<file path="config.mk">
export PLATFORM = sky130hd
export DESIGN_NAME = salru_stats
export DESIGN_NICKNAME = d
export VERILOG_FILES = /design/src/sv/salru_pkg.sv /design/src/sv/salru_stats.sv
export SDC_FILE = /design/constraint.sdc
export NUM_CORES = 1
export LEC_CHECK = 0
export ABC_CLOCK_PERIOD_IN_PS = 2200
export CORE_UTILIZATION = 30
export CTS_BUF_LIST = sky130_fd_sc_hd__clkbuf_2 sky130_fd_sc_hd__clkbuf_4 sky130_fd_sc_hd__clkbuf_8
export CTS_CLUSTER_DIAMETER = 100
export DETAILED_ROUTE_END_ITERATION = 16
export DONT_BUFFER_PORTS = 1
export PLACE_DENSITY = 0.48
export SLEW_MARGIN = 10
export SYNTH_ARGS = -nofsm -noshare
export SYNTH_HDL_FRONTEND = slang
export SYNTH_SLANG_ARGS = --single-unit
</file>
<file path="constraint.sdc">
create_clock -name clk -period 2.2 [get_ports clk]
set_clock_uncertainty 0.05 [all_clocks]
set_input_delay 0.33 -clock clk [delete_from_list [all_inputs] [get_ports clk]]
set_output_delay 0.33 -clock clk [all_outputs]
set_load 0.02 [all_outputs]
</file>
<file path="src/sv/salru_pkg.sv">
// shared types and constants for the set-associative lru write-back cache
package salru_pkg;

  // sequencer states
  typedef enum logic [1:0] {
    ST_CLEAR,
    ST_IDLE,
    ST_SCAN,
    ST_UPDATE
  } state_t;

  // status from the way scanner to the sequencer
  typedef struct packed {
    logic done;
    logic hit;
    logic inv_found;
  } scan_stat_t;

  // request kinds
  localparam logic REQ_LOAD  = 1'b0;
  localparam logic REQ_STORE = 1'b1;

  // configuration register indexes
  localparam int unsigned CFG_IDX_W = 1;
  localparam logic [CFG_IDX_W-1:0] REG_WB_CYCLES    = 1'd0;
  localparam logic [CFG_IDX_W-1:0] REG_FETCH_CYCLES = 1'd1;

  // field widths
  localparam int unsigned CFG_W     = 10;
  localparam int unsigned EXTRA_W   = 11;
  localparam int unsigned BUS_OUT_W = 7;
  localparam int unsigned CNT_W     = 48;

  // reset values and limits
  localparam logic [CFG_W-1:0] WB_CYCLES_RST    = 10'd100;
  localparam logic [CFG_W-1:0] FETCH_CYCLES_RST = 10'd100;
  localparam int unsigned BUS_OUT_MAX = 127;

endpackage

</file>
<file path="src/sv/salru_stats.sv">
// saturating running counters for hits, misses, bus bytes, writebacks and private accesses
module salru_stats #(
  parameter int unsigned BYTE_W = 7
) (
  input  logic                         clk,
  input  logic                         rst,
  input  logic                         commit,
  input  logic                         hit,
  input  logic                         wrote_back,
  input  logic [BYTE_W-1:0]            bytes,
  output logic [salru_pkg::CNT_W-1:0]  hit_count,
  output logic [salru_pkg::CNT_W-1:0]  miss_count,
  output logic [salru_pkg::CNT_W-1:0]  bus_byte_total,
  output logic [salru_pkg::CNT_W-1:0]  writeback_count,
  output logic [salru_pkg::CNT_W-1:0]  private_count
);

  localparam int unsigned CW = salru_pkg::CNT_W;

  // add with clamp at all ones
  function automatic logic [CW-1:0] sat_add(input logic [CW-1:0] a, input logic [CW-1:0] b);
    logic [CW:0] sum;
    sum = {1'b0, a} + {1'b0, b};
    return sum[CW] ? {CW{1'b1}} : sum[CW-1:0];
  endfunction

  // counters move once per completed transaction
  always_ff @(posedge clk) begin
    if (rst) begin
      hit_count       <= '0;
      miss_count      <= '0;
      bus_byte_total  <= '0;
      writeback_count <= '0;
      private_count   <= '0;
    end else if (commit) begin
      private_count <= sat_add(private_count, CW'(1));
      if (hit) begin
        hit_count <= sat_add(hit_count, CW'(1));
      end else begin
        miss_count     <= sat_add(miss_count, CW'(1));
        bus_byte_total <= sat_add(bus_byte_total, CW'(bytes));
      end
      if (wrote_back) begin
        writeback_count <= sat_add(writeback_count, CW'(1));
      end
    end
  end

endmodule
</file>
======== Word level (Yosys, flattened, before mapping) ========
Cells that the tools add are included.
W data, S select, Z words.
operators by class
  add/subtract/negate cells ............... 5
  multiplexer cells ....................... 5
  bitwise logic cells ..................... 1
  reduce and logical (&&, ||, !) cells .... 3
operators with widths
  operator                 number
  $mux W48                 5
  $add A48 B1 Y49 const B  4
  $add A48 B7 Y49          1
  $reduce_and A2 Y1        3
  $not A1 Y1               1
word-level totals
  register bits ........................... 240
  input port bits ......................... 12

======== Logic depth before layout (Yosys ltp) ========
Gate-level depths: netlist (run 1).
  depth after elaboration ................. 2
  gate-level depth with buffers ........... 9

======== Least setup slack after synthesis (run 1) ========
Ideal clock, no wire load.
  kind .................................... register to register
  start ................................... register bus_byte_total[0] (netlist name)
  end ..................................... register bus_byte_total[36] (netlist name)
  cell stages (with the launch flop) ...... 9
  slack ................................... -0.316 ns
  arrival time ............................ 2.375 ns
  clock period less this slack ............ 2.516 ns
  path through ............................ dfxtp_1 ha_1 fa_1 a211oi_1 o21ai_0 a21oi_1 nor4_1 a21oi_1 a311oi_1
on the way
  cells in the longest elaborated chain, start to end .. 2
RTL lines
  item                    RTL line           RTL
  start, declared         salru_stats.sv:13  output logic [salru_pkg::CNT_W-1:0] bus_byte_total,
  start signal, assigned  salru_stats.sv:41  bus_byte_total <= sat_add(bus_byte_total, CW'(bytes));
  $add A48 B7 Y49         salru_stats.sv:23  sum = {1'b0, a} + {1'b0, b};
  $mux W48                salru_stats.sv:24  return sum[CW] ? {CW{1'b1}} : sum[CW-1:0];
Every way passes these cells.
A chain may end at the register's enable or synchronous reset.

======== Worst setup path in the final report (run 1) ========
  start ................................... register bus_byte_total[26] (netlist name)
  end ..................................... register bus_byte_total[37] (netlist name)
Same word-level chain as after synthesis.

==> results.env, run 1 <==
STDCELL_AREA_MM2=0.01593
POWER_REPORT.INTERNAL_TOTAL_mW=7.226
DR.PASS1.ITERS=4
MAX_SLEW_MARGIN_PCT=38.44
CORE.ROWCOUNT=71
CRITICAL_PATH.MAX_FANOUT=9
POWER.CLOCK.FRACTION_PCT=49.9
DPL_CELL_AREA_MM2=0.01450
FINALCRITPERIODSHARE_PCT=100.7
ROUTE.DETAILED.DRC=0
SYNTH_TOP_CELLS_BY_AREA='sky130_fd_sc_hd__dfxtp_1 (41%), sky130_fd_sc_hd__xor2_1 (8.7%), sky130_fd_sc_hd__a21oi_1 (7.9%)'
REG2REG_SETUP_SLACK_NS=-0.02
SYNTH_TOP_CELL_BY_AREA='sky130_fd_sc_hd__dfxtp_1'
FINALSETUPVIOLCOUNT=4
GRT_SETUP_UNREPAIRED='true'
GP_ROUTABILITY_CONGESTION=0.8183
FMAXACHIEVABLE_GHz=0.4513
GLOBAL_ROUTE_WIRE_LENGTH_BEFORE_REPAIR_UM=59060
INITIAL_CELL_DENSITY_OF_THE_CORE_PCT=30.66
POSTSYNTHNETCOUNT=1395
FINAL_COMMON_CELL='sky130_fd_sc_hd__buf_4'
POST_SYNTH_NUM_CELL_TYPES=51
DRIVE_ABOVE_1_SHARE_PCT=30.23
CTS-ROOT-BUF='sky130_fd_sc_hd__clkbuf_8'
NUMBER_OF_NETS_IN_THE_LAYOUT=1700
SYNTH_FF_TYPE='sky130_fd_sc_hd__dfxtp_1'
NUMBER_OF_GLOBAL_ROUTE_VIAS_BEFORE_REPAIR=11023
FLOORPLAN.DIE.WIDTH_UM=198.9
POSTCTSHOLDBUFS=6
SLEW_VIOL_FINAL=0
SYNTH-EDFF-COUNT=0
MAX-CAP-VIOLATIONS=0
NUMBER_OF_BUFFERS_ADDED_BY_THE_CLOCK_TREE_SYNTHESIS_STEP=47
SYNTH-SEQ-AREA-SHARE_PCT=41.32
GRT_START_MAX_NET_PINS=244
GLOBALROUTETOTALUTIL_PCT=18.54
SYN-CELL-AREA_MM2=0.01163
PLACEMENT.IO_BUFFERS=0
GRT_REMAINING_OVERFLOW=0
P_SW_SHARE_PCT=22.99
DRT-WIRELENGTH-PER-CELL_UM=16.82
DIE-HEIGHT_UM=198.9
P_TOTAL_mW=9.383
POST_ROUTE_INSTS_NO_FILL=2221
STATUS='complete, but fails checks'
WORST_SETUP_PATH_END_KIND='flip-flop'
MULTI_INPUT_AREA_MM2=0.006840
ANTENNA_FOUND_INITIAL=0
POWER.SWITCHING_mW=2.157
PLACEDCELLCOUNT=2122
YS_FF_LATCH=240
HOLDWS_NS=-0.2221
IRDROPWORSTVDD_mV=0.4036
STARTPOINT='bus_byte_total[26]$_SDFFE_PP0P_'
TIMING.FINAL.HOLD_VIOLATIONS=68
TIMING.FINAL.WS_SETUP_NS=-0.01572
ROUTE.DETAILED.VIAS_PER_INST=5.064
PLACE_HPWL_UM=26040
YS_WARN_COUNT=0
ANT_NETS=0
CTS.SINKS=240
CTS_TREE='yes'
AREAGROWTHSYNTHTOFINISH_PCT=36.95
ANTENNA_CELLS_INSERTED=0
WORST_SETUP_PATH_START_KIND='flip-flop'
INITIAL_DRC_COUNT=444
PWR_DENSITY_CELL_mW_PER_MM2=589.2
ASYNC_RESET_FF_SHARE_PCT=0
LEAKAGEPOWER_nW=5.973
MIN-DELAY-START='rst'
SHARE_SEQ_OF_TOTAL_POWER_PCT=46.7
DRT_WL_TOTAL_UM=37370
WORSTSETUPPATHTYPE='reg -> reg'
DIEAREA_MM2=0.03955
FINAL.FILL_COUNT=3925
PWR-SHARE-COMB_PCT=3.3
WORSTPATHARRIVAL_NS=2.66
CLOCK_PATH_BUFFERS=3
CTSHTREEMAXLEVEL=2
FLOORPLAN.IO_PINS=252
WORSTHOLDPATHTYPE='in -> reg'
WORST_R2R_STARTPOINT='bus_byte_total[26]$_SDFFE_PP0P_'
CRITICAL_PATH_REQUIRED_NS=2.64
POST_SYNTH_INST_COUNT=1371
CORE-AREA_MM2=0.03793
MOST-COMMON-LAYOUT-CELLS='sky130_fd_sc_hd__buf_4 (308), sky130_fd_sc_hd__dfxtp_1 (212), sky130_fd_sc_hd__a21oi_1 (180), sky130_fd_sc_hd__xor2_1 (116), sky130_fd_sc_hd__nand2_1 (106)'
FAILED_CHECKS='hold timing, setup timing'
SYN_AVG_CELL_AREA_UM2=8.482
PATH_CLK_SLEW_NS=0.06
LAYOUT.AREA.SEQ_MM2=0.004852
DR_TOTAL_VIAS=11248
CLOCK_PERIOD_MINUS_FINAL_WORST_SETUP_SLACK_NS=2.216
PIN_SLEW_WITH_THE_LEAST_HEADROOM_TO_ITS_LIMIT_NS=0.9235
SYNTH.TOP_CELL.AREA_SHARE_PCT=41.32
SKEW_PAIR_LATE_INSERTION_DELAY_NS=0.59
==> cell families (layout without fill, tap and decap cells) <==
| family | count (synthesis) | after routing | share of synthesized area [%] |
|---|---|---|---|
| buf+inv | 88 | 427 | 3.088 |
| simple gates | 557 | 557 | 25.35 |
| xor+xnor | 198 | 198 | 14.91 |
| mux | 8 | 8 | 0.6886 |
| fa+ha+maj | 12 | 12 | 1.356 |
| flops | 240 | 240 | 41.32 |
| compound gates | 268 | 268 | 13.29 |
==> worst max-delay path: stages (launching register included) <==
cell                        delay (ns)
sky130_fd_sc_hd__dfxtp_4          0.36
sky130_fd_sc_hd__nand4_4          0.09
sky130_fd_sc_hd__or4_4            0.55
sky130_fd_sc_hd__buf_6            0.15
sky130_fd_sc_hd__nor4_4           0.14
sky130_fd_sc_hd__nand2_1          0.10
sky130_fd_sc_hd__or3_4            0.41
sky130_fd_sc_hd__clkbuf_16        0.20
sky130_fd_sc_hd__o21ai_1          0.06
==> power by group through the flow <==
stage | logic, mW | registers [mW] | clock network, mW
2_1_floorplan | 0.199 | 4.50 | 0
3_3_place_gp | 0.268 | 4.47 | 0
3_5_place_dp | 0.269 | 4.47 | 0
4_1_cts | 0.293 | 4.38 | 4.87
5_1_grt | 0.344 | 4.38 | 5.08
6_report | 0.314 | 4.39 | 4.68
==> metrics by stage <==
step | utilization [%] | TNS (ns) | hold slack [ns] | setup slack, ns
floorplan | - | -0.02065 | 0.4556 | -0.01376
global placement | 38.22 | -0.5569 | 0.3725 | -0.09285
detailed placement | 38.22 | -0.6495 | 0.3714 | -0.07586
CTS | 41.14 | -0.05324 | -0.2937 | -0.03081
global route | 41.98 | -1.479 | -0.3077 | -0.07848
finish | 41.98 | -0.02639 | -0.2221 | -0.01572
==> cell usage after synthesis, drive strengths merged, types with 11 or more instances <==
cell    instances
and3           27
xnor2          82
xor2          116
inv            20
o21ai          33
a311oi         11
ha             11
and2           15
nand3          98
a21oi         183
nor3           53
nand4          72
dfxtp         240
nor4           31
a31oi          13
and4           28
nand2         108
clkbuf         59
a211oi         11
nor2           92
==> routing by layer <==
metal  vias up  global-route usage, %  share of wire, %
li1       5557                      -                 -
met1      5353                  23.06                43
met2       277                  29.27                46
met3        61                  6.968               8.5
met4         0                  6.211               2.3
met5         -                      0                 0
==> final timing paths <==
path | to | depth (start not counted)
max reg2reg | bus_byte_total[37]$_SDFFE_PP0P_ | 8
min | bus_byte_total[25]$_SDFFE_PP0P_ | 1
max | bus_byte_total[37]$_SDFFE_PP0P_ | 8
min reg2reg | writeback_count[1]$_SDFFE_PP0P_ | 2
==> registers in the layout (all words and copies together) (netlist names) <==
signal	cells
bus_byte_total	48
hit_count	48
miss_count	48
private_count	48
writeback_count	48
==> final cells by class <==
type,instances,share of cell area (%)
Clock buffer,78,5.995
Clock inverter,5,0.1571
Inverter,20,0.4714
Multi-Input combinational cell,1043,42.95
Sequential cell,240,30.47
Tap cell,511,4.015
Timing Repair Buffer,324,15.94
==> timing repair <==
item,CTS,global route
setup buffers,2,5
gates resized for setup,10,61
pin swaps,4,10
gates cloned,1,2
endpoints found under the hold margin,240,237
endpoints found under the setup margin,23,109
Note: power is estimated with default switching activity, not from simulation.
==> inputs of run 2 (changes only) <==
--- a/config.mk
+++ b/config.mk
@@ -6,12 +6,15 @@
 export NUM_CORES = 1
 export LEC_CHECK = 0
 export ABC_CLOCK_PERIOD_IN_PS = 2200
+export CAP_MARGIN = 20
+export CELL_PAD_IN_SITES_DETAIL_PLACEMENT = 1
+export CELL_PAD_IN_SITES_GLOBAL_PLACEMENT = 2
 export CORE_UTILIZATION = 30
 export CTS_BUF_LIST = sky130_fd_sc_hd__clkbuf_2 sky130_fd_sc_hd__clkbuf_4 sky130_fd_sc_hd__clkbuf_8
 export CTS_CLUSTER_DIAMETER = 100
 export DETAILED_ROUTE_END_ITERATION = 16
 export DONT_BUFFER_PORTS = 1
-export PLACE_DENSITY = 0.48
+export PLACE_DENSITY_LB_ADDON = 0.2
 export SLEW_MARGIN = 10
 export SYNTH_ARGS = -nofsm -noshare
 export SYNTH_HDL_FRONTEND = slang
==> run 2 against run 1 <==
The flow still finishes with violations (hold timing, setup timing). Clock-buffer cell count grew 1. Register-to-register slack lost 0.06 ns. Clock power grew 5.8%. First-iteration DRC count shrank 14%. Critical path depth grew 2. Sequential power is essentially flat. Die area is the same. Global-route usage grew 2.5 points. Design area grew 0.97%. Combinational power shrank 4%. Critical path type unchanged. Critical endpoint is now bus_byte_total[12]$_SDFFE_PP0P_. Largest cell class unchanged. Highest routed layer is now met5.
==> results.env, run 2 (synthesized netlist as in run 1, its figures left out) <==
AREAGROWTHSYNTHTOFINISH_PCT=38.27
DPL_CELL_AREA_MM2=0.01460
DRT_WL_TOTAL_UM=41760
CTS-ROOT-BUF='sky130_fd_sc_hd__clkbuf_8'
ANT_NETS=0
TIMING.FINAL.HOLD_VIOLATIONS=82
GLOBAL_ROUTE_WIRE_LENGTH_BEFORE_REPAIR_UM=66160
TIMING.FINAL.WS_SETUP_NS=-0.07193
R2R_CELLS=10
CRITICAL_PATH.CELL_CHAIN='ha_4 > fa_2 > a211oi_4 > buf_4 > o211ai_1 > nand2_1 > buf_12 > nor2_1 > xnor2_1 > o21ai_2'
NUMBER_OF_NETS_IN_THE_LAYOUT=1714
HOLDWS_NS=-0.2422
IRDROPWORSTVDD_mV=0.3610
CORE-AREA_MM2=0.03793
MOST-COMMON-LAYOUT-CELLS='sky130_fd_sc_hd__buf_4 (324), sky130_fd_sc_hd__dfxtp_1 (214), sky130_fd_sc_hd__a21oi_1 (178), sky130_fd_sc_hd__xor2_1 (116), sky130_fd_sc_hd__nand2_1 (105)'
FLOORPLAN.IO_PINS=252
DR.PASS1.ITERS=4
DR_TOTAL_VIAS=11438
NUMBER_OF_BUFFERS_ADDED_BY_THE_CLOCK_TREE_SYNTHESIS_STEP=47
MAX-CAP-VIOLATIONS=0
DRT-WIRELENGTH-PER-CELL_UM=18.69
DRIVE_ABOVE_1_SHARE_PCT=30.53
STDCELL_AREA_MM2=0.01608
HOLD_PATH_DEPTH=1
ANTENNA_FOUND_INITIAL=1
GP_ROUTABILITY_CONGESTION=0.8115
GRT_START_MAX_NET_PINS=244
PLACE_HPWL_UM=29830
CRITICAL_PATH_REQUIRED_NS=2.60
INITIAL_DRC_COUNT=380
WORSTPATHARRIVAL_NS=2.67
PWR_DENSITY_CELL_mW_PER_MM2=599.3
FINAL_COMMON_CELL='sky130_fd_sc_hd__buf_4'
POSTCTSHOLDBUFS=6
GRT_REMAINING_OVERFLOW=0
STAGE_DELAY_OF_THE_SLOWEST_CELL_ON_THE_CRITICAL_PATH_NS=0.42
WORSTHOLDPATHTYPE='in -> reg'
CRITICAL_PATH.MAX_FANOUT=14
WORSTSETUPPATHTYPE='reg -> reg'
FINALSETUPVIOLCOUNT=35
PLACEDCELLCOUNT=2133
CTS.SINKS=240
TOTAL_NEGATIVE_SETUP_SLACK_NS=-1.172
LEAKAGEPOWER_nW=6.074
PIN_SLEW_WITH_THE_LEAST_HEADROOM_TO_ITS_LIMIT_NS=0.7961
WORST_SETUP_PATH_START_KIND='flip-flop'
GRT_SETUP_UNREPAIRED='true'
WORST_SETUP_PATH_END_KIND='flip-flop'
P_TOTAL_mW=9.636
CORE.ROWCOUNT=71
ROUTE.DETAILED.VIAS_PER_INST=5.118
CLOCK_PATH_BUFFERS=3
ROUTE.DETAILED.DRC=0
WORSTPATHBUFFERINVERTERCOUNT=2
TIMING.CRITICAL_PATH.SLOWEST_STAGE_CELL='sky130_fd_sc_hd__fa_2'
SKEW_PAIR_LATE_INSERTION_DELAY_NS=0.60
MAX_SLEW_MARGIN_PCT=46.93
FLOORPLAN.DIE.WIDTH_UM=198.9
DIE-HEIGHT_UM=198.9
STATUS='complete, but fails checks'
CLOCK_PERIOD_MINUS_FINAL_WORST_SETUP_SLACK_NS=2.272
FAILED_CHECKS='hold timing, setup timing'
WORST_PATH_DOMINANT_CELL_FAMILY='adder cells'
PLACEMENT.IO_BUFFERS=0
NUMBER_OF_GLOBAL_ROUTE_VIAS_BEFORE_REPAIR=12162
POST_ROUTE_INSTS_NO_FILL=2235
CRITICAL_PATH_CELL_COUNT=10
GLOBALROUTETOTALUTIL_PCT=21.00
DIEAREA_MM2=0.03955
INITIAL_CELL_DENSITY_OF_THE_CORE_PCT=30.66
CTSHTREEMAXLEVEL=2
CTS_TREE='yes'
FMAXACHIEVABLE_GHz=0.4402
PATH_CLK_SLEW_NS=0.06
FINALCRITPERIODSHARE_PCT=103.3
SLEW_VIOL_FINAL=0
==> run 2: cell count changes in the layout (fill, tap and decap cells not counted), moves of 3 or more <==
cell / change
sky130_fd_sc_hd__o21ai_1: +7
sky130_fd_sc_hd__buf_4: +16
sky130_fd_sc_hd__clkinv_2: -3
sky130_fd_sc_hd__clkbuf_4: -4
sky130_fd_sc_hd__o21ai_2: -7
sky130_fd_sc_hd__clkbuf_8: +5
sky130_fd_sc_hd__nor4_1: -3
==> run 2: area by class of cell <==
class                           count  area, um^2
Clock buffer                       79       993.5
Timing Repair Buffer              338        2631
Clock inverter                      3       40.04
Fill cell                        4541       21850
Tap cell                          511       639.4
Sequential cell                   240        4850
Inverter                           20       75.07
Multi-Input combinational cell   1043        6848
Antenna cell                        1       2.502
==> run 2: routing by layer <==
metal	wire length [um]	global-route usage, %	vias up
li1	-	-	5569
met3	3269	7.223	59
met2	19400	34.36	233
met1	18150	25.48	5575
met4	930	7.236	2
met5	10	0	-
==> run 2: where the power goes <==
part,total (mW),leakage (nW),switching (mW),internal [mW]
Clock,4.95,0.551,2.02,2.93
Sequential,4.38,1.95,0.0189,4.36
Combinational,0.303,3.57,0.166,0.137
==> run 2: path summary, 6_finish.rpt <==
path | slack, ns | start | to
hold / removal | -0.24 | rst | hit_count[42]$_SDFFE_PP0P_
setup / recovery | -0.07 | bus_byte_total[0]$_SDFFE_PP0P_ | bus_byte_total[12]$_SDFFE_PP0P_
hold reg to reg | 0.51 | bus_byte_total[1]$_SDFFE_PP0P_ | bus_byte_total[1]$_SDFFE_PP0P_
setup reg to reg | -0.07 | bus_byte_total[0]$_SDFFE_PP0P_ | bus_byte_total[12]$_SDFFE_PP0P_
==> run 2: worst register-to-register path, stage by stage (launching register included) <==
cell and delay (ns):
sky130_fd_sc_hd__dfxtp_2 0.33, sky130_fd_sc_hd__ha_4 0.17, sky130_fd_sc_hd__fa_2 0.42, sky130_fd_sc_hd__a211oi_4 0.30
sky130_fd_sc_hd__buf_4 0.16, sky130_fd_sc_hd__o211ai_1 0.07, sky130_fd_sc_hd__nand2_1 0.12, sky130_fd_sc_hd__buf_12 0.18
sky130_fd_sc_hd__nor2_1 0.07, sky130_fd_sc_hd__xnor2_1 0.20, sky130_fd_sc_hd__o21ai_2 0.07
==> run 2: timing repair <==
item                                    CTS  global route
endpoints found under the setup margin   44           114
setup buffers                             4             7
hold endpoints to repair                240           236
gates cloned                              1             1
gates resized for setup                  12            57
pin swaps                                 4            19
==> run 2: per-stage QoR <==
stage	setup WS, ns	util [%]
finish	-0.07193	42.39
global route	-0.1439	42.38
CTS	0.002655	41.60
detailed placement	-0.1631	38.48
global placement	-0.1118	38.48
floorplan	-0.01376	-
