`config.mk`:
```
export PLATFORM = sky130hd
export DESIGN_NAME = salru_way_scan
export DESIGN_NICKNAME = d
export VERILOG_FILES = /design/src/sv/salru_pkg.sv /design/src/sv/salru_way_scan.sv
export SDC_FILE = /design/constraint.sdc
export NUM_CORES = 1
export LEC_CHECK = 0
export ABC_AREA = 1
export BUFFER_PORTS_ARGS = -buffer_cell sky130_fd_sc_hd__buf_2
export CAP_MARGIN = 15
export CORE_ASPECT_RATIO = 2
export CORE_MARGIN = 1
export CORE_UTILIZATION = 42
export CTS_CLUSTER_SIZE = 10
export DETAILED_ROUTE_END_ITERATION = 6
export MAX_ROUTING_LAYER = met4
export PLACE_DENSITY = 0.82
export SETUP_SLACK_MARGIN = 0.5
export SYNTH_ARGS = -nofsm -noshare
export SYNTH_HDL_FRONTEND = slang
export SYNTH_SLANG_ARGS = --single-unit
```
`constraint.sdc`:
```
create_clock -name clk -period 2.5 [get_ports clk]
set_clock_uncertainty 0.2 [all_clocks]
set_input_delay 0.375 -clock clk [delete_from_list [all_inputs] [get_ports clk]]
set_output_delay 0.375 -clock clk [all_outputs]
set_load 0.01 [all_outputs]
```
`src/sv/salru_pkg.sv`:
```
// shared types and constants for the set-associative lru write-back cache
package salru_pkg;

  // sequencer states
  typedef enum logic [1:0] {
    ST_CLEAR,
    ST_IDLE,
    ST_SCAN,
    ST_UPDATE
  } state_t;

  // status from the way scanner to the sequencer
  typedef struct packed {
    logic done;
    logic hit;
    logic inv_found;
  } scan_stat_t;

  // request kinds
  localparam logic REQ_LOAD  = 1'b0;
  localparam logic REQ_STORE = 1'b1;

  // configuration register indexes
  localparam int unsigned CFG_IDX_W = 1;
  localparam logic [CFG_IDX_W-1:0] REG_WB_CYCLES    = 1'd0;
  localparam logic [CFG_IDX_W-1:0] REG_FETCH_CYCLES = 1'd1;

  // field widths
  localparam int unsigned CFG_W     = 10;
  localparam int unsigned EXTRA_W   = 11;
  localparam int unsigned BUS_OUT_W = 7;
  localparam int unsigned CNT_W     = 48;

  // reset values and limits
  localparam logic [CFG_W-1:0] WB_CYCLES_RST    = 10'd100;
  localparam logic [CFG_W-1:0] FETCH_CYCLES_RST = 10'd100;
  localparam int unsigned BUS_OUT_MAX = 127;

endpackage

```
`src/sv/salru_way_scan.sv`:
```
// shared tag comparator stepping through the ways of one set, one way a cycle
module salru_way_scan #(
  parameter int unsigned WAYS  = 4,
  parameter int unsigned TAG_W = 21,
  parameter int unsigned WW    = 2
) (
  input  logic                        clk,
  input  logic                        rst,
  input  logic                        start,
  input  logic [WAYS-1:0][TAG_W-1:0]  row_tag,
  input  logic [WAYS-1:0]             row_valid,
  input  logic [WAYS-1:0][WW-1:0]     row_rank,
  input  logic [TAG_W-1:0]            req_tag,
  output salru_pkg::scan_stat_t       stat,
  output logic [WW-1:0]               hit_way,
  output logic [WW-1:0]               inv_way,
  output logic [WW-1:0]               lru_way
);

  logic          busy;
  logic [WW-1:0] way_idx;
  logic          hit;
  logic          inv_found;
  logic [WW-1:0] best_rank;
  logic          last;
  logic          tag_match;

  assign last      = (way_idx == WW'(WAYS - 1));
  assign tag_match = row_valid[way_idx] && (row_tag[way_idx] == req_tag);

  // step counter
  always_ff @(posedge clk) begin
    if (rst) begin
      busy    <= 1'b0;
      way_idx <= '0;
    end else if (start) begin
      busy    <= 1'b1;
      way_idx <= '0;
    end else if (busy) begin
      if (last) begin
        busy <= 1'b0;
      end
      way_idx <= WW'(way_idx + 1'b1);
    end
  end

  // trackers: first matching way, first invalid way, first oldest way
  always_ff @(posedge clk) begin
    if (start) begin
      hit       <= 1'b0;
      inv_found <= 1'b0;
      best_rank <= '0;
      hit_way   <= '0;
      inv_way   <= '0;
      lru_way   <= '0;
    end else if (busy) begin
      if (!hit && tag_match) begin
        hit     <= 1'b1;
        hit_way <= way_idx;
      end
      if (!inv_found && !row_valid[way_idx]) begin
        inv_found <= 1'b1;
        inv_way   <= way_idx;
      end
      if ((way_idx == '0) || (row_rank[way_idx] > best_rank)) begin
        best_rank <= row_rank[way_idx];
        lru_way   <= way_idx;
      end
    end
  end

  assign stat.done      = busy && last;
  assign stat.hit       = hit;
  assign stat.inv_found = inv_found;

endmodule

```
; ---- Word-level counts from Yosys, hierarchy flattened
; Cells that the tools add are included.
[word_totals]
regBits = 13
latchBits = 0
ramBits = 0
rom_bits = 0
input_bits = 120
out_inout_bits = 9
wordCells = 35
n_memories = 0
[classes]
addsub = 1
n_mul = 0
n_div = 0
n_lt_le_gt_ge = 2
n_eq_ne = 2
shift = 0
muxes = 9
bitwise = 0
reduce_logical = 13
[op_table]
columns = cell, count
row1 = binary-select mux 21 bit (select 2 bit), 1
row2 = equality test 21 bit, 1
row3 = two-way mux 21 bit, 1
row4 = AND reduction 2 bit, 3
row5 = binary-select mux 2 bit (select 2 bit), 1
row6 = logical AND 1 bit, 4
row7 = two-way mux 1 bit, 4
row8 = logical NOT 1 bit, 3
row9 = less-than comparator 2 x 3 -> 1 bit (second input constant), 1
row10 = adder 2 x 1 -> 2 bit (second input constant), 1
row11 = binary-select mux 1 bit (select 2 bit), 1
row12 = equality test 2 bit (second input constant), 1
row13 = greater-than comparator 2 bit, 1
row14 = logical NOT 2 bit, 1
row15 = two-way mux 2 bit, 1
row16 = OR reduction 2 bit, 1
row17 = logical OR 1 bit, 1

; ---- Longest topological paths before layout
; Gate-level depths: netlist of run 1.
[depth]
depth_word = 6
depth_mapped = 15
ltp_nobuf = 13

; ---- Worst setup path before layout of run 1
; OpenSTA, ideal clock, no wires.
[synth_path]
path_type = register to register
from = reg way_idx[1]
to = reg best_rank[0]
setup_ns = 0.119
t_arrival_ns = 1.750
required_ns = 2.181
slack_ns = 0.430
path_stages_with_launch = 14
n_path_buf = 2
period_less_slack_ns = 2.070
cell_sequence = dfxtp_1 > buf_6 > buf_2 > o21ai_0 > o22ai_1 > ha_1 > inv_1 > nor2_1 > o21ai_0 > nand2_1 > nand2_1 > inv_1 > o21ai_0 > a21oi_1
[synth_via]
elab_chain_len = 5
elab_cells_between_ends = 6
classes_between = 1 x order compare / 2 x mux / 3 x reduce/logical
[synth_lines]
columns = element, line_no
row1 = start: declaration, salru_way_scan.sv:21  ; logic [WW-1:0] way_idx;
row2 = start signal: assignment, salru_way_scan.sv:43  ; way_idx <= WW'(way_idx + 1'b1);
row3 = binary-select mux 2 bit (select 2 bit), "salru_way_scan.sv:65, salru_way_scan.sv:66"
row4 = two-way mux 2 bit (implied by the code), "salru_way_scan.sv:65, salru_way_scan.sv:66"
row5 = greater-than comparator 2 bit, salru_way_scan.sv:65  ; if ((way_idx == '0) || (row_rank[way_idx] > best_rank)) begin
row6 = logical OR 1 bit, salru_way_scan.sv:65
row7 = AND reduction 2 bit (no source line), --
row8 = end signal: assignment, salru_way_scan.sv:66  ; best_rank <= row_rank[way_idx];
row9 = end: declaration, salru_way_scan.sv:24  ; logic [WW-1:0] best_rank;
; Parallel ways exist; a longest one is shown, timed or not. The select of a mux whose other input is x is not followed.
; A chain may end at the register's enable or synchronous reset.

; ---- Final worst setup path of run 1
[layout_path]
from = reg way_idx[0]
to = reg lru_way[1]
[layout_via]
elab_chain_len = 5
elab_cells_between_ends = 6
classes_between = 1 x order compare / 2 x mux / 3 x reduce/logical
[layout_lines]
columns = element, line_no
row1 = binary-select mux 2 bit (select 2 bit), salru_way_scan.sv:65
row2 = two-way mux 2 bit (implied by the code), salru_way_scan.sv:65
row3 = greater-than comparator 2 bit, salru_way_scan.sv:65
row4 = logical OR 1 bit *, salru_way_scan.sv:65
row5 = AND reduction 2 bit (no source line) *, --
row6 = end signal: assignment, salru_way_scan.sv:67  ; lru_way <= way_idx;
row7 = end: declaration, salru_way_scan.sv:17  ; output logic [WW-1:0] lru_way
; Mark *: on every way between the ends. The rest lies on a longest branch, timed or not. The select of a mux whose other input is x is not followed.

==> flow_summary.json, run 1 <==
{
  "slew_viol_final": 0,
  "p_leak_uw": 0.001562,
  "final_net_count": 596,
  "dpl_cell_area_sq_um": 2387,
  "n_antenna_cell": 0,
  "num_vias": 2663,
  "comb_power_share": 0.481,
  "slew_headroom": 0.7917,
  "core_region_area_sq_um": 4088,
  "cts_buffer_depth": 2,
  "r2r_start": "way_idx[0]",
  "die_x_microns": 48.15,
  "switching_power_uw": 293.2,
  "yosys-top-cells-count": "170 x nand2_1, 47 x nand3_1, 26 x nor2_1",
  "place.gp.congestion": 0.7753,
  "globalRouteOverflowTotal": 0,
  "reg2reg_depth": 11,
  "clkPwrFrac": 0.233,
  "initial_core_util": 0.4377,
  "synth_enable_flop_cells": 0,
  "pin_count": 129,
  "netlist_top_cells_area": "nand2_1 36%, dfxtp_1 15%, nand3_1 13%",
  "finalHoldViolations": 0,
  "yosysUniqueCellTypes": 18,
  "path_max_fanout": 6,
  "ys_warn_count": 0,
  "nFillCells": 399,
  "die_height_microns": 94.31,
  "rrSetupSlack_ps": 370,
  "postLayoutCellArea_sq_um": 2785,
  "rows": 33,
  "antenna_found_initial": 0,
  "dieArea_sq_um": 4541,
  "min_from": "rst",
  "syn_inst": 337,
  "synthFlopType": "dfxtp_1",
  "holdPathEnd": "busy",
  "tritoncts": "done",
  "drc": 0,
  "synth_area_leader_cell": "nand2_1",
  "rsz0062_at_grt": "yes",
  "fmax_mhz": 469.9,
  "grt_max_degree": 35,
  "ys_seq_area_frac": 0.1455,
  "post-synth-top-area-fraction": 0.3566,
  "areaGrowthSynthToFinish_pct": 55.66,
  "htree_levels": 1,
  "outcome": "complete, no violations",
  "p_per_area_nw_per_um2": 293.0,
  "syn-mean-instance-area_sq_um": 5.309,
  "cp-start-kind": "flip-flop",
  "cts.sinks": 13,
  "synth.most_common_cell": "nand2_1",
  "required_ps": 2420,
  "port_buffers": 128,
  "drt_wl_total_microns": 6825,
  "worst_slew_pin_slew_ps": 312.1,
  "dp_hpwl_microns": 4577,
  "hold_buffers": 0,
  "wl_per_cell_microns": 13.05,
  "drtPass1Iterations": 4,
  "intPower_uw": 522.9,
  "hp-class": "input port to flip-flop",
  "final.min_clock_period_ps": 2128,
  "pwr-share-seq": 0.286,
  "sw_frac_of_total": 0.3592,
  "async_reset_ff_frac": 0,
  "synth-seq-cells": 13,
  "root_buffer": "clkbuf_8",
  "clk_latency_ps": 240,
  "grt_pass1_vias": 2167,
  "timing.rr.end": "lru_way[1]",
  "vias_per_cell": 5.092,
  "grt_usage": 0.2630,
  "grt_pass1_wl_microns": 8735,
  "worstPathArrival_ps": 2050,
  "synth_area_sq_um": 1789,
  "syn-num-nets": 461,
  "setup_tns_ps": 0,
  "min_period_over_period": 0.8513,
  "crit_path_end_kind": "flip-flop",
  "clkTransAtPathRegs_ps": 60,
  "drt_iter0_markers": 97,
  "ir_worst_vdd_mv": 0.3956,
  "cts_buffers": 3,
  "setup_violations": 0,
  "criticalPathCategory": "flip-flop to flip-flop",
  "ant_nets": 0,
  "drv_cap": 0,
  "hold_depth": 2,
  "drive_above_1_share": 0.3970
}
[timing repair]
action,4_1_cts,5_1_grt
setup buffers,1,8
setup endpoints to repair,8,8
resized for setup,6,52
cloned,1,4
pin swaps,0,12
[power groups by stage]
| stage | Combinational (uW) | Sequential (uW) | Clock (uW) |
|---|---|---|---|
| after floorplan | 202 | 233 | 0 |
| after global placement | 319 | 234 | 0 |
| after detailed placement | 324 | 234 | 0 |
| after CTS | 329 | 230 | 191 |
| after global routing | 437 | 234 | 202 |
| final | 393 | 233 | 190 |
[final cells by class]
class,count,area [sq um],share of cell area
sequential,13,265.3,0.09524
timing repair inverter,4,37.54,0.01348
tap,52,65.06,0.02336
multi-input combinational,290,1445,0.5189
timing repair buffer,144,847.1,0.3041
inverter,16,80.08,0.02875
clock buffer,4,45.04,0.01617
[cells in the final DEF (no fill, tap or decap), drive strengths merged]
cell / synthesis / layout
a211oi: 2 / 2
a21oi: 9 / 9
a32o: 1 / 1
buf: 18 / 143
clkbuf: 0 / 5
clkinv: 0 / 1
dfxtp: 13 / 13
ha: 4 / 4
inv: 16 / 19
nand2: 170 / 170
nand3: 48 / 48
nand3b: 19 / 19
nor2: 26 / 26
o21ai: 8 / 8
o22ai: 1 / 1
or2: 2 / 2
[worst max path at each step]
| stage | startpoint | slack (ps) | to |
|---|---|---|---|
| 6_report | way_idx[0] | 370 | lru_way[1] |
| 3_3_place_gp | way_idx[0] | 480 | hit_way[1] |
| 2_1_floorplan | way_idx[0] | 510 | lru_way[1] |
| 3_5_place_dp | way_idx[0] | 420 | hit_way[1] |
| 4_1_cts | way_idx[0] | 500 | best_rank[0] |
| 5_1_grt | way_idx[0] | 330 | lru_way[0] |
[per-stage QoR]
| stage | setup WS [ps] | cells | hold slack, ps | power, uW | util |
|---|---|---|---|---|---|
| final | 371.7 | 523 | 92.38 | 816.1 | 0.6814 |
| after global routing | 326.2 | 523 | 94.38 | 873.0 | 0.6814 |
| after CTS | 498.6 | 511 | 91.02 | 750.2 | 0.6015 |
| after detailed placement | 417.3 | 505 | 241.6 | 558.1 | 0.5840 |
| after global placement | 480.2 | 505 | 237.2 | 553.3 | 0.5840 |
| after floorplan | 508.1 | 337 | 234.9 | 434.2 | - |
[sequential cells by signal (all words and copies together) (netlist names)]
signal	flops
lru_way	2
hit	1
inv_found	1
way_idx	2
hit_way	2
best_rank	2
inv_way	2
busy	1
[routing by layer]
layer,vias up,global-route usage,share of wire
li1,1351,-,-
met1,1183,0.2759,0.37
met2,121,0.4922,0.55
met3,8,0.01346,0.065
met4,0,0.06019,0.014
met5,-,-,0
[kinds of logic (layout without fill, tap and decap cells)]
family | Yosys count | in the layout | share of synthesized area
flops | 13 | 13 | 0.1455
compound gates | 21 | 21 | 0.06503
simple gates | 265 | 265 | 0.6350
buf+inv | 34 | 168 | 0.1266
fa+ha+maj | 4 | 4 | 0.02797
[worst max-delay path: stages, from the launching register on]
cell and delay (ps):
dfxtp_4 460, buf_6 160, nand2_1 50, a32o_2 290
ha_4 270, nand2_1 50, o21ai_1 70, nand2_1 90
nand2_2 130, inv_4 60, o21ai_1 120, a21oi_1 50
No activity file was read; power rests on OpenSTA's default activity.
==> inputs of run 2 (changes only) <==
--- a/config.mk
+++ b/config.mk
@@ -10,11 +10,11 @@
 export CAP_MARGIN = 15
 export CORE_ASPECT_RATIO = 2
 export CORE_MARGIN = 1
-export CORE_UTILIZATION = 42
+export CORE_UTILIZATION = 38
 export CTS_CLUSTER_SIZE = 10
 export DETAILED_ROUTE_END_ITERATION = 6
 export MAX_ROUTING_LAYER = met4
-export PLACE_DENSITY = 0.82
+export PLACE_DENSITY = 0.79
 export SETUP_SLACK_MARGIN = 0.5
 export SYNTH_ARGS = -nofsm -noshare
 export SYNTH_HDL_FRONTEND = slang
==> constraint.sdc (replaced) <==
create_clock -name clk -period 1.9 [get_ports clk]
set_clock_uncertainty 0.2 [all_clocks]
set_input_delay 0.285 -clock clk [delete_from_list [all_inputs] [get_ports clk]]
set_output_delay 0.285 -clock clk [all_outputs]
set_load 0.01 [all_outputs]
==> flow_summary.json, run 2 (synthesis gave the netlist of run 1 again) <==
{
  "final.min_clock_period_ps": 1991,
  "cp_top_family": "compound AO/OA/AOI/OAI gates",
  "worst_slew_pin_slew_ps": 254.2,
  "critPathMaxStageDelay_ps": 450,
  "final_common_cell": "nand2_1",
  "worst_slack_ps": -91.47,
  "initial_core_util": 0.3929,
  "clkTransAtPathRegs_ps": 60,
  "violations": "negative setup slack",
  "antenna_found_initial": 0,
  "timing.rr.end": "lru_way[0]",
  "seq_area_sq_um": 265.3,
  "finalHoldViolations": 0,
  "tritoncts": "done",
  "intPower_uw": 679.3,
  "clkPwrFrac": 0.246,
  "r2r_start": "way_idx[0]",
  "drive_above_1_share": 0.3868,
  "port_buffers": 128,
  "setup_violations": 6,
  "rsz0062_at_grt": "yes",
  "holdPathEnd": "way_idx[0]",
  "final_cell_mix": "162 x nand2_1, 128 x buf_2, 39 x nand3_1",
  "dieArea_sq_um": 5004,
  "die_x_microns": 50.52,
  "drt_wl_total_microns": 6631,
  "wl_per_cell_microns": 12.68,
  "drtPass1Iterations": 4,
  "finalPower_uw": 1061,
  "final_cells": 523,
  "cts_buffer_depth": 2,
  "critPathBufInv": 3,
  "cts_buffers": 3,
  "rrSetupSlack_ps": -90,
  "grt_usage": 0.2740,
  "worstPathArrival_ps": 1960,
  "slowest_stage": "dfxtp_4",
  "core_region_area_sq_um": 4554,
  "ir_worst_vdd_mv": 0.4499,
  "place.gp.congestion": 0.8235,
  "dp_hpwl_microns": 5022,
  "fmax_mhz": 502.1,
  "outcome": "finished, violations left",
  "path_max_fanout": 9,
  "dp.cells": 514,
  "globalRouteOverflowTotal": 0,
  "worstPathCellList": "inv_8, o21ai_4, o22ai_2, ha_1, inv_1, nor2_1, o21ai_1, nand2_1, nand2_2, inv_4, nor2_1, a211oi_1",
  "min_from": "rst",
  "hp-class": "input port to flip-flop",
  "nFillCells": 472,
  "p_leak_uw": 0.001538,
  "setup_tns_ps": -305.2,
  "grt_pass1_wl_microns": 10340,
  "final_net_count": 593,
  "sw_frac_of_total": 0.3598,
  "pin_count": 129,
  "die_height_microns": 99.04,
  "drt_iter0_markers": 50,
  "vias_per_cell": 4.966,
  "cts.sinks": 13,
  "whs_ps": 94.87,
  "required_ps": 1870,
  "grt_pass1_vias": 2436,
  "post-place-ws_ps": -132.8,
  "comb_power_share": 0.469,
  "slew_headroom": 0.8303,
  "root_buffer": "clkbuf_8",
  "multi_input_area_sq_um": 1421,
  "ant_nets": 0,
  "htree_levels": 1,
  "criticalPathCategory": "flip-flop to flip-flop",
  "switching_power_uw": 381.7,
  "grt_max_degree": 36,
  "cp-start-kind": "flip-flop",
  "drv_cap": 0,
  "pwr-share-seq": 0.286,
  "areaGrowthSynthToFinish_pct": 51.19,
  "drc": 0,
  "crit_path_end_kind": "flip-flop",
  "reg2reg_depth": 12,
  "cp_common_cell": "nor2_1",
  "clk_latency_ps": 250,
  "num_vias": 2597,
  "n_antenna_cell": 0,
  "rows": 35,
  "min_period_over_period": 1.048,
  "slew_viol_final": 0,
  "p_per_area_nw_per_um2": 392.2,
  "hold_depth": 3
}
## run 2: changes by cell type in the layout (fill, tap and decap cells not counted), sizes merged
cell and change:
dlygate4sd3 +1, clkinv -1, inv -3
## run 2: how the worst max path moves through the flow
stage                from           end  slack (ps)  cells after the start
3_5_place_dp   way_idx[0]    lru_way[0]        -130                     12
4_1_cts        way_idx[0]    lru_way[0]         -20                     11
6_report       way_idx[0]    lru_way[0]         -90                     12
5_1_grt        way_idx[0]    hit_way[0]        -230                     14
2_1_floorplan  way_idx[0]  best_rank[0]         -40                     14
3_3_place_gp   way_idx[0]  best_rank[0]         -30                     12
## run 2: what timing repair did
| action | CTS | global route |
|---|---|---|
| hold buffers | 1 | 0 |
| buffers inserted | 2 | 1 |
| pin swaps | 11 | 0 |
| gates resized for setup | 24 | 9 |
| hold endpoints to repair | 1 | 0 |
| endpoints found under the setup margin | 12 | 12 |
| gates cloned | 0 | 1 |
## run 2: layout make-up
| cell class | count | area share |
|---|---|---|
| Sequential cell | 13 | 0.09806 |
| Timing Repair Buffer | 145 | 0.3067 |
| Tap cell | 55 | 0.02544 |
| Multi-Input combinational cell | 290 | 0.5254 |
| Inverter | 16 | 0.02775 |
| Clock buffer | 4 | 0.01665 |
## run 2: power groups by stage
stage | clock network, uW | logic, uW | registers [uW]
after floorplan | 0 | 268 | 306
after global placement | 0 | 442 | 307
after detailed placement | 0 | 452 | 307
after CTS | 263 | 476 | 301
after global routing | 277 | 556 | 305
final | 261 | 497 | 303
## run 2: tightest hold or removal path: cells and delay by family
family	cells	cell delay, ps
AOI/OAI and AO/OA	1	30
buffers and inverters	1	80
and+or+nand+nor	1	110
## run 2: routing by layer
metal  vias up  routed length [microns]  track usage
li1       1340                        -            -
met1      1148                     2422       0.2703
met2        96                     3647       0.5118
met3        13                      388      0.04012
met4         0                      173       0.1111
met5         -                        0            -
## run 2: through the flow
step	utilization	area (sq um)
after detailed placement	0.5431	2474
after floorplan	-	1799
after CTS	0.5794	2639
after global routing	0.5940	2705
after global placement	0.5431	2474
final	0.5940	2705
==> inputs of run 3 (changes only) <==
--- a/config.mk
+++ b/config.mk
@@ -14,7 +14,7 @@
 export CTS_CLUSTER_SIZE = 10
 export DETAILED_ROUTE_END_ITERATION = 6
 export MAX_ROUTING_LAYER = met4
-export PLACE_DENSITY = 0.79
+export PLACE_DENSITY = 0.87
 export SETUP_SLACK_MARGIN = 0.5
 export SYNTH_ARGS = -nofsm -noshare
 export SYNTH_HDL_FRONTEND = slang
==> constraint.sdc (replaced) <==
create_clock -name clk -period 1.8 [get_ports clk]
set_clock_uncertainty 0.2 [all_clocks]
set_input_delay 0.27 -clock clk [delete_from_list [all_inputs] [get_ports clk]]
set_output_delay 0.27 -clock clk [all_outputs]
set_load 0.01 [all_outputs]
==> flow_summary.json, run 3 (synthesis gave the netlist of run 1 again) <==
{
  "n_antenna_cell": 0,
  "rsz0062_at_grt": "yes",
  "core_region_area_sq_um": 4554,
  "worst_slack_ps": -225.8,
  "clk_latency_ps": 260,
  "place.gp.congestion": 0.8870,
  "grt_pass1_wl_microns": 10640,
  "min_period_over_period": 1.125,
  "slew_viol_final": 0,
  "final_net_count": 599,
  "dp_hpwl_microns": 5271,
  "finalHoldViolations": 0,
  "drc": 0,
  "nFillCells": 441,
  "hold_buffers": 0,
  "p_leak_uw": 0.001573,
  "violations": "negative setup slack",
  "drt_wl_total_microns": 7085,
  "tritoncts": "done",
  "root_buffer": "clkbuf_8",
  "htree_levels": 1,
  "ant_nets": 0,
  "rows": 35,
  "slew_headroom": 0.8032,
  "antenna_found_initial": 0,
  "final_common_cell": "nand2_1",
  "crit_path_end_kind": "flip-flop",
  "die_x_microns": 50.52,
  "vias_per_cell": 5.045,
  "cts_buffers": 3,
  "cp-start-kind": "flip-flop",
  "ir_worst_vdd_mv": 0.4884,
  "die_height_microns": 99.04,
  "port_buffers": 128,
  "setup_tns_ps": -1294,
  "worst_slew_pin_slew_ps": 293.3,
  "globalRouteOverflowTotal": 0,
  "post-place-ws_ps": -232.0,
  "drv_cap": 0,
  "initial_core_util": 0.3929,
  "hp-class": "input port to flip-flop",
  "grt_max_degree": 27,
  "final_cell_mix": "165 x nand2_1, 128 x buf_2, 45 x nand3_1",
  "dieArea_sq_um": 5004,
  "fmax_mhz": 493.6,
  "required_ps": 1800,
  "p_per_area_nw_per_um2": 415.8,
  "grt_pass1_vias": 2553,
  "outcome": "finished, violations left",
  "path_max_fanout": 6,
  "drtPass1Iterations": 6,
  "final.min_clock_period_ps": 2026,
  "cts_buffer_depth": 2,
  "grt_usage": 0.2797,
  "pin_count": 129,
  "clkTransAtPathRegs_ps": 60,
  "num_vias": 2669,
  "areaGrowthSynthToFinish_pct": 54.48,
  "drive_above_1_share": 0.3882,
  "setup_violations": 8,
  "wl_per_cell_microns": 13.39,
  "cts.sinks": 13,
  "drt_iter0_markers": 58,
  "worstPathArrival_ps": 2020,
  "criticalPathCategory": "flip-flop to flip-flop"
}
## run 3: final timing paths
path	from	to	slack (ps)	depth (start not counted)
worst min register to register	inv_way[1]	inv_way[1]	250	2
worst min-delay path	rst	busy	40	2
worst max register to register	way_idx[0]	lru_way[1]	-230	11
worst max-delay path	way_idx[0]	lru_way[1]	-230	11
## run 3: power by group
group | internal, uW | switching (uW) | total [uW]
Combinational | 268 | 280 | 547
Sequential | 303 | 17.2 | 321
Clock | 157 | 124 | 281
Total | 728 | 421 | 1150
## run 3: critical path, cell delays in order (launching register included)
cell,delay (ps)
dfxtp_4,390
o21ai_1,280
o22ai_4,130
ha_4,280
inv_1,30
nor2_1,90
o21ai_1,90
nand2_1,100
nand2_2,90
inv_4,100
o21ai_1,70
a21oi_1,120
## run 3: layout make-up
type,count,area [sq um],area share
Tap cell,55,68.82,0.02490
Clock buffer,4,45.04,0.01630
Multi-Input combinational cell,290,1430,0.5174
Sequential cell,13,267.8,0.09688
Timing Repair Buffer,151,877.1,0.3173
Inverter,16,75.07,0.02716
## run 3: per-layer routing
layer | track usage | share of wire
met5 | - | 0
met4 | 0.1175 | 0.027
met3 | 0.02469 | 0.053
met2 | 0.5354 | 0.56
met1 | 0.2721 | 0.36
## run 3: metrics by stage
stage	hold WS (ps)	power, uW	area, sq um	instances	utilization
floorplan	139.1	606.3	1800	337	-
global placement	242.8	793.3	2487	519	0.5462
detailed placement	245.2	805.9	2487	519	0.5462
CTS	35.47	1093	2625	525	0.5764
global route	23.62	1222	2764	529	0.6069
finish	35.38	1149	2764	529	0.6069
## run 3: timing repair
action | CTS | global route
cloned | 0 | 1
resized for setup | 21 | 21
endpoints found under the hold margin | 0 | 0
pin swaps | 11 | 13
setup endpoints to repair | 13 | 13
setup buffers | 2 | 3
